## src/rtl/wfba_pkg.sv

```systemverilog
// Package for the worst-fit block allocator: field widths, codes and types.
// No dependencies; every other file of the block refers to it by scoped names.
package wfba_pkg;

  localparam int NUM_BLOCKS_DEF = 16;
  localparam int SIZE_WIDTH_DEF = 16;

  localparam int KIND_W   = 1;
  localparam int BLOCK_W  = 4;
  localparam int VALUE_W  = 16;
  localparam int STATUS_W = 2;
  localparam int ACTIVE_W = 5;

  localparam logic [ACTIVE_W-1:0] ACTIVE_RESET = 5'd16;

  typedef enum logic [STATUS_W-1:0] {
    ST_LOADED    = 2'd0,
    ST_ALLOCATED = 2'd1,
    ST_NO_FIT    = 2'd2
  } status_t;

  typedef enum logic [KIND_W-1:0] {
    KIND_LOAD    = 1'b0,
    KIND_REQUEST = 1'b1
  } kind_t;

  typedef enum logic [1:0] {
    S_IDLE,
    S_SCAN,
    S_RESULT
  } state_t;

  // search token control bits handed from cell to cell
  typedef struct packed {
    logic valid;
    logic found;
  } token_ctrl_t;

endpackage

```

## src/rtl/wfba_ifs.sv

```systemverilog
// Channel interfaces of the worst-fit block allocator: items, results, setup.
// Depends on wfba_pkg for the field widths.
interface wfba_item_if;
  logic                          valid;
  logic                          ready;
  logic [wfba_pkg::KIND_W-1:0]   kind;
  logic [wfba_pkg::BLOCK_W-1:0]  block_number;
  logic [wfba_pkg::VALUE_W-1:0]  size_value;
  logic                          batch_end;

  modport source (output valid, kind, block_number, size_value, batch_end, input ready);
  modport sink   (input valid, kind, block_number, size_value, batch_end, output ready);
endinterface

interface wfba_result_if;
  logic                          valid;
  logic                          ready;
  logic [wfba_pkg::STATUS_W-1:0] status;
  logic [wfba_pkg::BLOCK_W-1:0]  chosen_block;
  logic [wfba_pkg::VALUE_W-1:0]  size_left;
  logic                          batch_done;

  modport source (output valid, status, chosen_block, size_left, batch_done, input ready);
  modport sink   (input valid, status, chosen_block, size_left, batch_done, output ready);
endinterface

interface wfba_setup_if;
  logic                          valid;
  logic                          ready;
  logic [wfba_pkg::ACTIVE_W-1:0] data;

  modport source (output valid, data, input ready);
  modport sink   (input valid, data, output ready);
endinterface

```

## src/rtl/wfba_cell.sv

```systemverilog
// One cell of the search chain: holds one free-size entry and updates the
// passing search token. Depends on wfba_pkg.
module wfba_cell #(
  parameter int IDX        = 0,
  parameter int NUM_BLOCKS = wfba_pkg::NUM_BLOCKS_DEF,
  parameter int SIZE_WIDTH = wfba_pkg::SIZE_WIDTH_DEF
) (
  input  logic                              clk,
  input  logic                              rst,
  input  logic [wfba_pkg::ACTIVE_W-1:0]     active_blocks,
  input  logic                              wr_en,
  input  logic [$clog2(NUM_BLOCKS)-1:0]     wr_idx,
  input  logic [SIZE_WIDTH-1:0]             wr_data,
  input  wfba_pkg::token_ctrl_t             tok_in,
  input  logic [SIZE_WIDTH-1:0]             req_in,
  input  logic [$clog2(NUM_BLOCKS)-1:0]     best_idx_in,
  input  logic [SIZE_WIDTH-1:0]             best_size_in,
  output wfba_pkg::token_ctrl_t             tok_out,
  output logic [SIZE_WIDTH-1:0]             req_out,
  output logic [$clog2(NUM_BLOCKS)-1:0]     best_idx_out,
  output logic [SIZE_WIDTH-1:0]             best_size_out
);

  localparam int IDX_W = $clog2(NUM_BLOCKS);

  logic [SIZE_WIDTH-1:0] entry;
  logic                  in_range;
  logic                  take;

  assign in_range = 32'(IDX) < 32'(active_blocks);
  assign take     = tok_in.valid && in_range && (entry >= req_in) &&
                    (!tok_in.found || (entry > best_size_in));

  always_ff @(posedge clk) begin
    if (wr_en && (wr_idx == IDX_W'(IDX))) begin
      entry <= wr_data;
    end
  end

  always_ff @(posedge clk) begin
    if (rst) begin
      tok_out <= '0;
    end else begin
      tok_out.valid <= tok_in.valid;
      tok_out.found <= tok_in.found | take;
    end
  end

  always_ff @(posedge clk) begin
    req_out       <= req_in;
    best_idx_out  <= take ? IDX_W'(IDX) : best_idx_in;
    best_size_out <= take ? entry : best_size_in;
  end

  a_found_fits: assert property (@(posedge clk) disable iff (rst)
    tok_out.valid && tok_out.found |-> best_size_out >= req_out)
    else $error("found token carries a best size below the request");

  a_best_grows: assert property (@(posedge clk) disable iff (rst)
    tok_in.valid && tok_in.found |=> tok_out.found && best_size_out >= $past(best_size_in))
    else $error("best size shrank while passing a cell");

  a_write_lands: assert property (@(posedge clk) disable iff (rst)
    wr_en && (wr_idx == IDX_W'(IDX)) |=> entry == $past(wr_data))
    else $error("entry write lost");

endmodule

```

## src/rtl/worst_fit_block_allocator_unit.sv

```systemverilog
// Worst-fit block allocator, top level: controller plus a chain of cells.
// Depends on wfba_pkg, wfba_ifs (channel interfaces) and wfba_cell.
//
// Usage:
//   items   - input words. kind 0 loads block_number's free size with
//             size_value; kind 1 requests size_value from the active block
//             with the largest free size that still holds it (lowest index
//             on a tie). batch_end is echoed as batch_done.
//   results - one word per item: status, chosen_block, size_left.
//   setup   - writes active_blocks; always ready. Write only while idle.
// Timing:
//   A load writes the table and pending result on accept, then goes to
//   S_RESULT for output. A request sends a token down the NUM_BLOCKS-cell
//   chain, one cell per cycle, then writes back and forms the result.
//   One item is in flight at a time; items.ready is high only when idle.
//   A finished word waits in the output register while the next item runs;
//   if the receiver stalls, the next result waits until that register frees.
// Reset: active_blocks returns to 16, control clears. Table contents are
//   undefined until loaded.
module worst_fit_block_allocator_unit #(
  parameter int NUM_BLOCKS = wfba_pkg::NUM_BLOCKS_DEF,
  parameter int SIZE_WIDTH = wfba_pkg::SIZE_WIDTH_DEF
) (
  input  logic           clk,
  input  logic           rst,
  wfba_item_if.sink      items,
  wfba_result_if.source  results,
  wfba_setup_if.sink     setup
);

  localparam int IDX_W = $clog2(NUM_BLOCKS);

  wfba_pkg::state_t state, state_next;

  logic [wfba_pkg::ACTIVE_W-1:0] active_blocks;

  wfba_pkg::token_ctrl_t   tok_ctrl  [0:NUM_BLOCKS];
  logic [SIZE_WIDTH-1:0]   tok_req   [0:NUM_BLOCKS];
  logic [IDX_W-1:0]        tok_idx   [0:NUM_BLOCKS];
  logic [SIZE_WIDTH-1:0]   tok_best  [0:NUM_BLOCKS];

  logic                    accept;
  logic                    inject;
  logic                    load_hit;
  logic [SIZE_WIDTH-1:0]   diff;

  logic                    wr_en;
  logic [IDX_W-1:0]        wr_idx;
  logic [SIZE_WIDTH-1:0]   wr_data;

  logic                               pend_en;
  wfba_pkg::status_t                  pend_status, pend_status_next;
  logic [wfba_pkg::BLOCK_W-1:0]       pend_block, pend_block_next;
  logic [wfba_pkg::VALUE_W-1:0]       pend_left, pend_left_next;
  logic                               batch;
  logic                               out_load;

  logic                               ov;
  wfba_pkg::status_t                  o_status;
  logic [wfba_pkg::BLOCK_W-1:0]       o_block;
  logic [wfba_pkg::VALUE_W-1:0]       o_left;
  logic                               o_done;

  assign items.ready = (state == wfba_pkg::S_IDLE);
  assign accept      = items.valid && items.ready;
  assign inject      = accept && (items.kind == wfba_pkg::KIND_REQUEST);
  assign load_hit    = 32'(items.block_number) < NUM_BLOCKS;
  assign diff        = tok_best[NUM_BLOCKS] - tok_req[NUM_BLOCKS];

  assign setup.ready = 1'b1;

  always_ff @(posedge clk) begin
    if (rst) begin
      active_blocks <= wfba_pkg::ACTIVE_RESET;
    end else if (setup.valid && setup.ready) begin
      active_blocks <= setup.data;
    end
  end

  // chain head
  assign tok_ctrl[0].valid = inject;
  assign tok_ctrl[0].found = 1'b0;
  assign tok_req[0]        = SIZE_WIDTH'(items.size_value);
  assign tok_idx[0]        = '0;
  assign tok_best[0]       = '0;

  for (genvar i = 0; i < NUM_BLOCKS; i++) begin : g_cell
    wfba_cell #(
      .IDX        (i),
      .NUM_BLOCKS (NUM_BLOCKS),
      .SIZE_WIDTH (SIZE_WIDTH)
    ) u_cell (
      .clk           (clk),
      .rst           (rst),
      .active_blocks (active_blocks),
      .wr_en         (wr_en),
      .wr_idx        (wr_idx),
      .wr_data       (wr_data),
      .tok_in        (tok_ctrl[i]),
      .req_in        (tok_req[i]),
      .best_idx_in   (tok_idx[i]),
      .best_size_in  (tok_best[i]),
      .tok_out       (tok_ctrl[i+1]),
      .req_out       (tok_req[i+1]),
      .best_idx_out  (tok_idx[i+1]),
      .best_size_out (tok_best[i+1])
    );
  end

  always_ff @(posedge clk) begin
    if (rst) begin
      state <= wfba_pkg::S_IDLE;
    end else begin
      state <= state_next;
    end
  end

  always_comb begin
    state_next       = state;
    wr_en            = 1'b0;
    wr_idx           = IDX_W'(items.block_number);
    wr_data          = SIZE_WIDTH'(items.size_value);
    pend_en          = 1'b0;
    pend_status_next = wfba_pkg::ST_LOADED;
    pend_block_next  = items.block_number;
    pend_left_next   = '0;
    out_load         = 1'b0;
    case (state)
      wfba_pkg::S_IDLE: begin
        if (accept) begin
          if (items.kind == wfba_pkg::KIND_LOAD) begin
            wr_en          = load_hit;
            pend_en        = 1'b1;
            pend_left_next = load_hit ? wfba_pkg::VALUE_W'(wr_data) : '0;
            state_next     = wfba_pkg::S_RESULT;
          end else begin
            state_next = wfba_pkg::S_SCAN;
          end
        end
      end
      wfba_pkg::S_SCAN: begin
        if (tok_ctrl[NUM_BLOCKS].valid) begin
          pend_en    = 1'b1;
          state_next = wfba_pkg::S_RESULT;
          if (tok_ctrl[NUM_BLOCKS].found) begin
            wr_en            = 1'b1;
            wr_idx           = tok_idx[NUM_BLOCKS];
            wr_data          = diff;
            pend_status_next = wfba_pkg::ST_ALLOCATED;
            pend_block_next  = wfba_pkg::BLOCK_W'(tok_idx[NUM_BLOCKS]);
            pend_left_next   = wfba_pkg::VALUE_W'(diff);
          end else begin
            pend_status_next = wfba_pkg::ST_NO_FIT;
            pend_block_next  = '0;
            pend_left_next   = '0;
          end
        end
      end
      wfba_pkg::S_RESULT: begin
        if (!ov || results.ready) begin
          out_load   = 1'b1;
          state_next = wfba_pkg::S_IDLE;
        end
      end
      default: begin
        state_next = wfba_pkg::S_IDLE;
      end
    endcase
  end

  always_ff @(posedge clk) begin
    if (accept) begin
      batch <= items.batch_end;
    end
    if (pend_en) begin
      pend_status <= pend_status_next;
      pend_block  <= pend_block_next;
      pend_left   <= pend_left_next;
    end
  end

  always_ff @(posedge clk) begin
    if (rst) begin
      ov <= 1'b0;
    end else if (out_load) begin
      ov <= 1'b1;
    end else if (results.ready) begin
      ov <= 1'b0;
    end
  end

  always_ff @(posedge clk) begin
    if (out_load) begin
      o_status <= pend_status;
      o_block  <= pend_block;
      o_left   <= pend_left;
      o_done   <= batch;
    end
  end

  assign results.valid        = ov;
  assign results.status       = o_status;
  assign results.chosen_block = o_block;
  assign results.size_left    = o_left;
  assign results.batch_done   = o_done;

  a_scan_length: assert property (@(posedge clk) disable iff (rst)
    inject |-> ##NUM_BLOCKS tok_ctrl[NUM_BLOCKS].valid)
    else $error("search token did not leave the chain on time");

  a_token_in_scan: assert property (@(posedge clk) disable iff (rst)
    tok_ctrl[NUM_BLOCKS].valid |-> state == wfba_pkg::S_SCAN)
    else $error("search token arrived outside a scan");

  a_result_after_work: assert property (@(posedge clk) disable iff (rst)
    out_load |-> $past(state) == wfba_pkg::S_RESULT || $past(pend_en))
    else $error("result issued without a finished item");

endmodule
```

## src/flat_wrapper.sv

```systemverilog
// flat-port wrapper written by rule: the top's interface ports become plain ports
module worst_fit_block_allocator_unit_flat 
#(
  parameter int NUM_BLOCKS = wfba_pkg::NUM_BLOCKS_DEF,
  parameter int SIZE_WIDTH = wfba_pkg::SIZE_WIDTH_DEF
)
  (clk, rst, items_valid, items_kind, items_block_number, items_size_value, items_batch_end, items_ready, results_valid, results_status, results_chosen_block, results_size_left, results_batch_done, results_ready, setup_valid, setup_data, setup_ready);
  wfba_item_if items_i ();
  wfba_result_if results_i ();
  wfba_setup_if setup_i ();
  input  logic clk;
  input  logic rst;
  input wire logic [$bits(items_i.valid)-1:0] items_valid;
  input wire logic [$bits(items_i.kind)-1:0] items_kind;
  input wire logic [$bits(items_i.block_number)-1:0] items_block_number;
  input wire logic [$bits(items_i.size_value)-1:0] items_size_value;
  input wire logic [$bits(items_i.batch_end)-1:0] items_batch_end;
  output wire logic [$bits(items_i.ready)-1:0] items_ready;
  output wire logic [$bits(results_i.valid)-1:0] results_valid;
  output wire logic [$bits(results_i.status)-1:0] results_status;
  output wire logic [$bits(results_i.chosen_block)-1:0] results_chosen_block;
  output wire logic [$bits(results_i.size_left)-1:0] results_size_left;
  output wire logic [$bits(results_i.batch_done)-1:0] results_batch_done;
  input wire logic [$bits(results_i.ready)-1:0] results_ready;
  input wire logic [$bits(setup_i.valid)-1:0] setup_valid;
  input wire logic [$bits(setup_i.data)-1:0] setup_data;
  output wire logic [$bits(setup_i.ready)-1:0] setup_ready;
  assign items_i.valid = items_valid;
  assign items_i.kind = items_kind;
  assign items_i.block_number = items_block_number;
  assign items_i.size_value = items_size_value;
  assign items_i.batch_end = items_batch_end;
  assign items_ready = items_i.ready;
  assign results_valid = results_i.valid;
  assign results_status = results_i.status;
  assign results_chosen_block = results_i.chosen_block;
  assign results_size_left = results_i.size_left;
  assign results_batch_done = results_i.batch_done;
  assign results_i.ready = results_ready;
  assign setup_i.valid = setup_valid;
  assign setup_i.data = setup_data;
  assign setup_ready = setup_i.ready;
  worst_fit_block_allocator_unit #(.NUM_BLOCKS(NUM_BLOCKS), .SIZE_WIDTH(SIZE_WIDTH)) u_core (.clk(clk), .rst(rst), .items(items_i), .results(results_i), .setup(setup_i));
endmodule
```

## config.mk

```make
export PLATFORM = sky130hd
export DESIGN_NAME = worst_fit_block_allocator_unit_flat
export DESIGN_NICKNAME = d
export VERILOG_FILES = /design/src/rtl/wfba_pkg.sv /design/src/rtl/wfba_ifs.sv /design/src/rtl/wfba_cell.sv /design/src/rtl/worst_fit_block_allocator_unit.sv /design/src/flat_wrapper.sv
export SDC_FILE = /design/constraint.sdc
export NUM_CORES = 2
export LEC_CHECK = 0
export BUFFER_PORTS_ARGS = -buffer_cell sky130_fd_sc_hd__buf_2
export CAP_MARGIN = 0
export CORE_UTILIZATION = 45
export CTS_BUF_LIST = sky130_fd_sc_hd__clkbuf_4
export DETAILED_ROUTE_END_ITERATION = 8
export PLACE_DENSITY = 0.6
export SYNTH_ARGS = -nofsm -noshare
export SYNTH_HDL_FRONTEND = slang
export SYNTH_HIERARCHICAL = 1
export SYNTH_SLANG_ARGS = --single-unit
```

## constraint.sdc

```tcl
create_clock -name clk -period 10.7 [get_ports clk]
set_input_delay 2.14 -clock clk [delete_from_list [all_inputs] [get_ports clk]]
set_output_delay 2.14 -clock clk [all_outputs]
set_load 0.1 [all_outputs]
```

### Word level (Yosys, flattened, before mapping)

Cells that the tools add are included.
W data, S select, Z words.

* output and inout port bits: 26
* input port bits: 32
* register bits after elaboration: 903
* word-level logic and storage cells: 337

* bitwise gates (word level): 15
* reductions and logical operators: 102
* eq/ne operators: 20
* $add $sub $neg: 1
* $lt $le $gt $ge: 47
* mux-type cells: 46

Operators with widths (count)
* $mux W16: 22
* $ge A16 B16 Y1: 16
* $gt A16 B16 Y1: 15
* $logic_and A1 B1 Y1: 65
* $lt A4 B5 Y1 const A: 8
* $eq A4 B4 Y1 const B: 8
* $pmux W16 S2: 1
* $mux W4: 6
* $lt A3 B5 Y1 const A: 4
* $eq A4 B3 Y1 const B: 4
* $logic_not A1 Y1: 16
* $logic_or A1 B1 Y1: 16
* $sub A16 B16 Y16: 1
* $or A1 B1 Y1: 15
* $lt A1 B5 Y1 const A: 2
* $lt A2 B5 Y1 const A: 2
* $mux W2: 5
* $mux W1: 9
* $eq A4 B2 Y1 const B: 2
* $pmux W2 S3: 1
* $eq A4 B1 Y1 const B: 1
* $logic_not A4 Y1: 1
* $ne A2 B2 Y1 const B: 2
* $pmux W1 S2: 2
* other kinds (7): 7

### Longest topological paths before layout

* word-level depth: 5
* mapped depth: 10
* mapped depth without buffers: 9

### Hierarchy

Netlist, hierarchy kept.

Modules (own cells, without submodules)
* wfba_cell at u_core.g_cell[11].u_cell ...: times used 2, sequential area each 1241.2 µm², cells an instance 193, area an instance 2419.8 µm²
* worst_fit_block_allocator_unit: times used 1, sequential area each 1541.5 µm², cells an instance 297, area an instance 3024.2 µm²
* wfba_cell at u_core.g_cell[8].u_cell: times used 1, sequential area each 1241.2 µm², cells an instance 276, area an instance 2773.9 µm²
* wfba_cell at u_core.g_cell[9].u_cell: times used 1, sequential area each 1241.2 µm², cells an instance 276, area an instance 2772.7 µm²
* wfba_cell at u_core.g_cell[6].u_cell: times used 1, sequential area each 1241.2 µm², cells an instance 199, area an instance 2433.6 µm²
* wfba_cell at u_core.g_cell[2].u_cell: times used 1, sequential area each 1241.2 µm², cells an instance 199, area an instance 2426.1 µm²
* wfba_cell at u_core.g_cell[7].u_cell: times used 1, sequential area each 1241.2 µm², cells an instance 193, area an instance 2426.1 µm²
* wfba_cell at u_core.g_cell[4].u_cell: times used 1, sequential area each 1241.2 µm², cells an instance 200, area an instance 2423.6 µm²
* wfba_cell at u_core.g_cell[10].u_cell: times used 1, sequential area each 1241.2 µm², cells an instance 197, area an instance 2402.3 µm²
* wfba_cell at u_core.g_cell[5].u_cell: times used 1, sequential area each 1241.2 µm², cells an instance 192, area an instance 2392.3 µm²
* wfba_cell at u_core.g_cell[15].u_cell: times used 1, sequential area each 1241.2 µm², cells an instance 195, area an instance 2391.0 µm²
* wfba_cell at u_core.g_cell[1].u_cell: times used 1, sequential area each 1241.2 µm², cells an instance 191, area an instance 2384.8 µm²
* wfba_cell at u_core.g_cell[3].u_cell: times used 1, sequential area each 1241.2 µm², cells an instance 193, area an instance 2383.5 µm²
* wfba_cell at u_core.g_cell[0].u_cell: times used 1, sequential area each 1241.2 µm², cells an instance 193, area an instance 2381.0 µm²
* 2 more rows

### Least setup slack after synthesis

Ideal clock, no wire load.

* path kind: input to register
* from: input items_valid
* to: register u_core.g_cell[11].u_cell.entry[0] (enable)
* stages: 5
* required time: 10.269 ns
* library setup time: 0.431 ns
* arrival: 4.591 ns
* path buffers: 0
* slack: 5.678 ns
* cells stage by stage: nand2_1 > or2_2 > nand2_1 > nand2_1 > nor4bb_1

* cells in the longest elaborated chain, start to end: 4

RTL lines
* from (decl): RTL line flat_wrapper.sv:13 `input wire logic [$bits(items_i.valid)-1:0] items_valid;`
* $logic_and A1 B1 Y1: RTL line worst_fit_block_allocator_unit.sv:65 `assign accept = items.valid && items.ready;`
* $mux W1: RTL line worst_fit_block_allocator_unit.sv:130 `if (accept) begin`
* $pmux W1 S2: RTL line worst_fit_block_allocator_unit.sv:128 `case (state)`
* net u_core.wr_en: RTL line worst_fit_block_allocator_unit.sv:47 `logic wr_en;`
* $logic_and A1 B1 Y1: RTL line wfba_cell.sv:35 `if (wr_en && (wr_idx == IDX_W'(IDX))) begin`
* to (signal assigned): RTL line wfba_cell.sv:36 `entry <= wr_data;`
* to (decl): RTL line wfba_cell.sv:26 `logic [SIZE_WIDTH-1:0] entry;`

The timed path passes the listed nets, and every way through them passes these cells.
A chain may end at the register's enable or synchronous reset.

### Final worst setup path

* from: register u_core.state[0]
* to: output items_ready

* cells in the longest elaborated chain, start to end: 1

RTL lines
* from (decl): RTL line worst_fit_block_allocator_unit.sv:33 `wfba_pkg::state_t state, state_next;`
* from (signal assigned): RTL line worst_fit_block_allocator_unit.sv:112 `state <= wfba_pkg::S_IDLE;`
* from (signal assigned): RTL line worst_fit_block_allocator_unit.sv:114 `state <= state_next;`
* $logic_not A2 Y1: RTL line worst_fit_block_allocator_unit.sv:64 `assign items.ready = (state == wfba_pkg::S_IDLE);`
* to (decl): RTL line flat_wrapper.sv:18 `output wire logic [$bits(items_i.ready)-1:0] items_ready;`

Every way passes these cells.

==> results by group <==
Power
  – Maximum VDD drop: 0.0905 mV
  – Leakage: 21.9 nW
  – Power Density: 163 nW/um2

Setup path
  – Setup crit start kind: flip-flop
  – Reg2reg setup slack: 6.87 ns
  – Critical path arrival: 2.25 ns
  – Crit end category: output port
  – Crit Path Max Fanout: 5
  – Worst R2R Path Depth: 7
  – CP Data Required Time: 8.56 ns
  – Critical path type: reg -> out

Clocking
  – Post-CTS Hold Fix Bufs: 0
  – Clock buffer depth: 3
  – Post-CTS resize count: 0
  – CTS root buf: clkbuf_4
  – CTS tree: yes
  – Num CTS Buffers: 229
  – Clock-pin slew on the worst setup and hold paths: 0.07 ns
  – Worst-Skew Late Latency: 1.11 ns
  – CTS H-tree lvls: 4
  – Setup Fix Bufs, Post-CTS: 0
  – Clock sink total: 918

Synth
  – Share of the synthesized area in the top cell type: 29.3%
  – Multiplexer share of the synthesized area: 8.01%
  – Syn_area_per_cell: 11.8 um2
  – Top post-synthesis cells by count: dfxtp_1, inv_1, ha_1
  – Post-Synth Simple-Gate Area: 8.68%
  – XOR/XNOR share of the synthesized area: 0.229%
  – Seq/Total Area, Yosys: 50.8%
  – Synth Area in Compound Gates: 9.94%
  – Largest family of logic cells by synthesized area: adder cells
  – Netlist cell types: 101
  – Cell Area, Synth: 42100 um2
  – Synthesis Warnings: 6
  – Synth area leader: dfxtp_1
  – Ys flop type: dfxtp_1
  – Synthesis-stage register bit count: 918
  – Adder-Cell Fraction of Synth Area: 15.7%
  – Number of flops mapped to enable cells by yosys: 302
  – Synth Instances: 3574
  – Area contributors post-synth: dfxtp_1, edfxtp_1, ha_1
  – Top-count cell post-synth: dfxtp_1
  – Post-synth ARST share: 0%

Floorplanning
  – Die X: 308 um
  – Row cnt: 111
  – I/O pin cnt: 58
  – Core box area: 92200 um2
  – Initial core utilization: 45.6%
  – Full die area: 94800 um2
  – Die height: 308 um

Layout
  – Share of cells above drive strength 1: 19.2%
  – # nets final: 4425
  – Final non-filler cell total: 5316
  – Area delta synth->final: 11.6%
  – Final Core Density: 50.9%

STA
  – Setup-failing EPs final: 0
  – Fin crit period: 4.39 ns
  – Final worst-path cycle share: 41.0%
  – Worst setup margin: 6.31 ns
  – Worst Tran Pin Value: 1.22 ns
  – RSZ-0062 raised after global routing: no
  – Slew HR: 18.5%
  – Final Max Tran Viols: 0
  – Skew final: 0.100 ns
  – Peak Freq: 228 MHz
  – Worst hold margin: 0.324 ns
  – Final hold violations: 0
  – Fin Setup TNS: 0 ns

Drt
  – Post-Route WL: 106000 um
  – Drt via density: 5.10
  – Via count: 27.1k
  – Final ANT Viol Nets: 0
  – 1st-iter DRT viols: 1937
  – Wire length per cell: 19.9 um
  – # DRC: 0
  – Drt pass-1 iters: 5

Min path
  – Worst Hold Class: reg -> reg
  – Hold Path Depth: 0

Place
  – # port buffers: 56
  – Placed insts: 4876
  – Dpl ws: 6.18 ns
  – Placer Congestion: 0.856
  – Post-DP HPWL: 78200 um

Global route
  – Gr usage total: 22.6%
  – Vias in the first global route: 26.9k
  – Grt total ovfl: 0
  – First-pass GRT wire length: 160000 um
  – Initial antenna violation count: 7
  – Pin count of the biggest net entering global routing: 41

Outcome
  – Status: finished, final reports clean

Flow run
  – Reported max-cap violation count: 0
metrics by stage:
stage          total power, mW  instance area (um2)
2_1_floorplan             4.39                42200
3_3_place_gp              4.64                43800
3_5_place_dp              4.65                43800
4_1_cts                   7.73                46900
5_1_grt                   8.01                47000
6_report                  7.64                47000
worst max-delay path, stage by stage, from the launching register on:
cell     delay [ns]
dfxtp_1        0.35
nor2_1         0.29
buf_2          0.50
state kept, by name, summed over array words and instances (netlist names), 5 cells and up:
name and flops:
u_core/active_blocks 5, u_core/g_cell.u_cell/best_size_out 256, u_core/results.size_left 16, u_core/g_cell.u_cell/tok_out 32, u_core/g_cell.u_cell/entry 256, u_core/g_cell.u_cell/req_out 256, u_core/g_cell.u_cell/best_idx_out 64, u_core/pend_left 16
metal layers:
layer | part of all wire, % | track usage (%) | vias up
li1 | - | - | 13400
met1 | 45 | 30.2 | 12800
met2 | 47 | 37.2 | 735
met3 | 5.8 | 4.45 | 167
met4 | 1.8 | 6.22 | 2
met5 | 0.011 | 0 | -
worst paths after layout:
check | from | endpoint
worst min-delay path | u_core/g_cell[13].u_cell/req_out[15] | u_core/g_cell[14].u_cell/req_out[15]
worst max-delay path | u_core/state[0] | items_ready
worst max register to register | u_core/state[1] | u_core/g_cell[11].u_cell/entry[5]
worst min register to register | u_core/g_cell[13].u_cell/req_out[15] | u_core/g_cell[14].u_cell/req_out[15]
power by group:
| group | leakage (nW) | internal, mW | switching (mW) |
|---|---|---|---|
| clock network | 1.86 | 1.64 | 1.42 |
| registers | 7.92 | 3.77 | 0.124 |
| logic | 12.1 | 0.293 | 0.386 |
cells in the final DEF, fill, tap and decap left out, types with 9 or more instances in the layout:
cell type | synthesis | routed
or4_4 | 9 | 9
nand2_1 | 158 | 158
buf_4 | 3 | 37
nor2b_1 | 42 | 41
a41oi_1 | 31 | 31
buf_2 | 7 | 56
ha_1 | 528 | 528
o311ai_1 | 30 | 30
nor4_2 | 8 | 9
a21o_1 | 31 | 31
nand4_2 | 10 | 10
and3_1 | 17 | 17
clkbuf_4 | 0 | 349
clkinv_1 | 0 | 56
dfxtp_1 | 616 | 616
nand2b_1 | 58 | 58
diode_2 | 0 | 9
edfxtp_1 | 302 | 302
mux2_1 | 14 | 14
o21ai_1 | 10 | 10
o21ai_0 | 59 | 55
and2_1 | 29 | 29
inv_1 | 567 | 567
nor3_1 | 48 | 48
a2111oi_0 | 10 | 10
a22o_1 | 12 | 12
nand4_1 | 61 | 61
o211ai_1 | 52 | 52
clkinv_2 | 0 | 11
o31ai_1 | 9 | 9
mux2_2 | 24 | 24
o21a_1 | 28 | 28
mux2_4 | 192 | 192
nor2_1 | 84 | 84
a211o_1 | 13 | 13
a21oi_1 | 198 | 198
conb_1 | 2 | 40
nand4b_1 | 9 | 9
nand3_1 | 55 | 55
a211oi_1 | 14 | 14
final cells by class:
type | count | area [um2]
diodes | 9 | 22.5
inverters | 567 | 2130
clock buffers | 349 | 2620
flip-flops and latches | 918 | 21400
multi-input cells | 2055 | 18200
well taps | 1243 | 1560
fillers | 8233 | 45300
repair buffers | 93 | 558
clock inverters | 82 | 518
kinds of logic (layout without fill, tap and decap cells):
logic type,count (synthesis),in the layout
AOI/OAI and AO/OA,595,595
xor gates and xnor gates,11,11
adders and majority gates,529,529
buffers and inverters,639,1091
DFF,918,918
muxes,236,236
other,2,49
and+or+nand+nor,644,644
(Power assumes the default switching activity.)
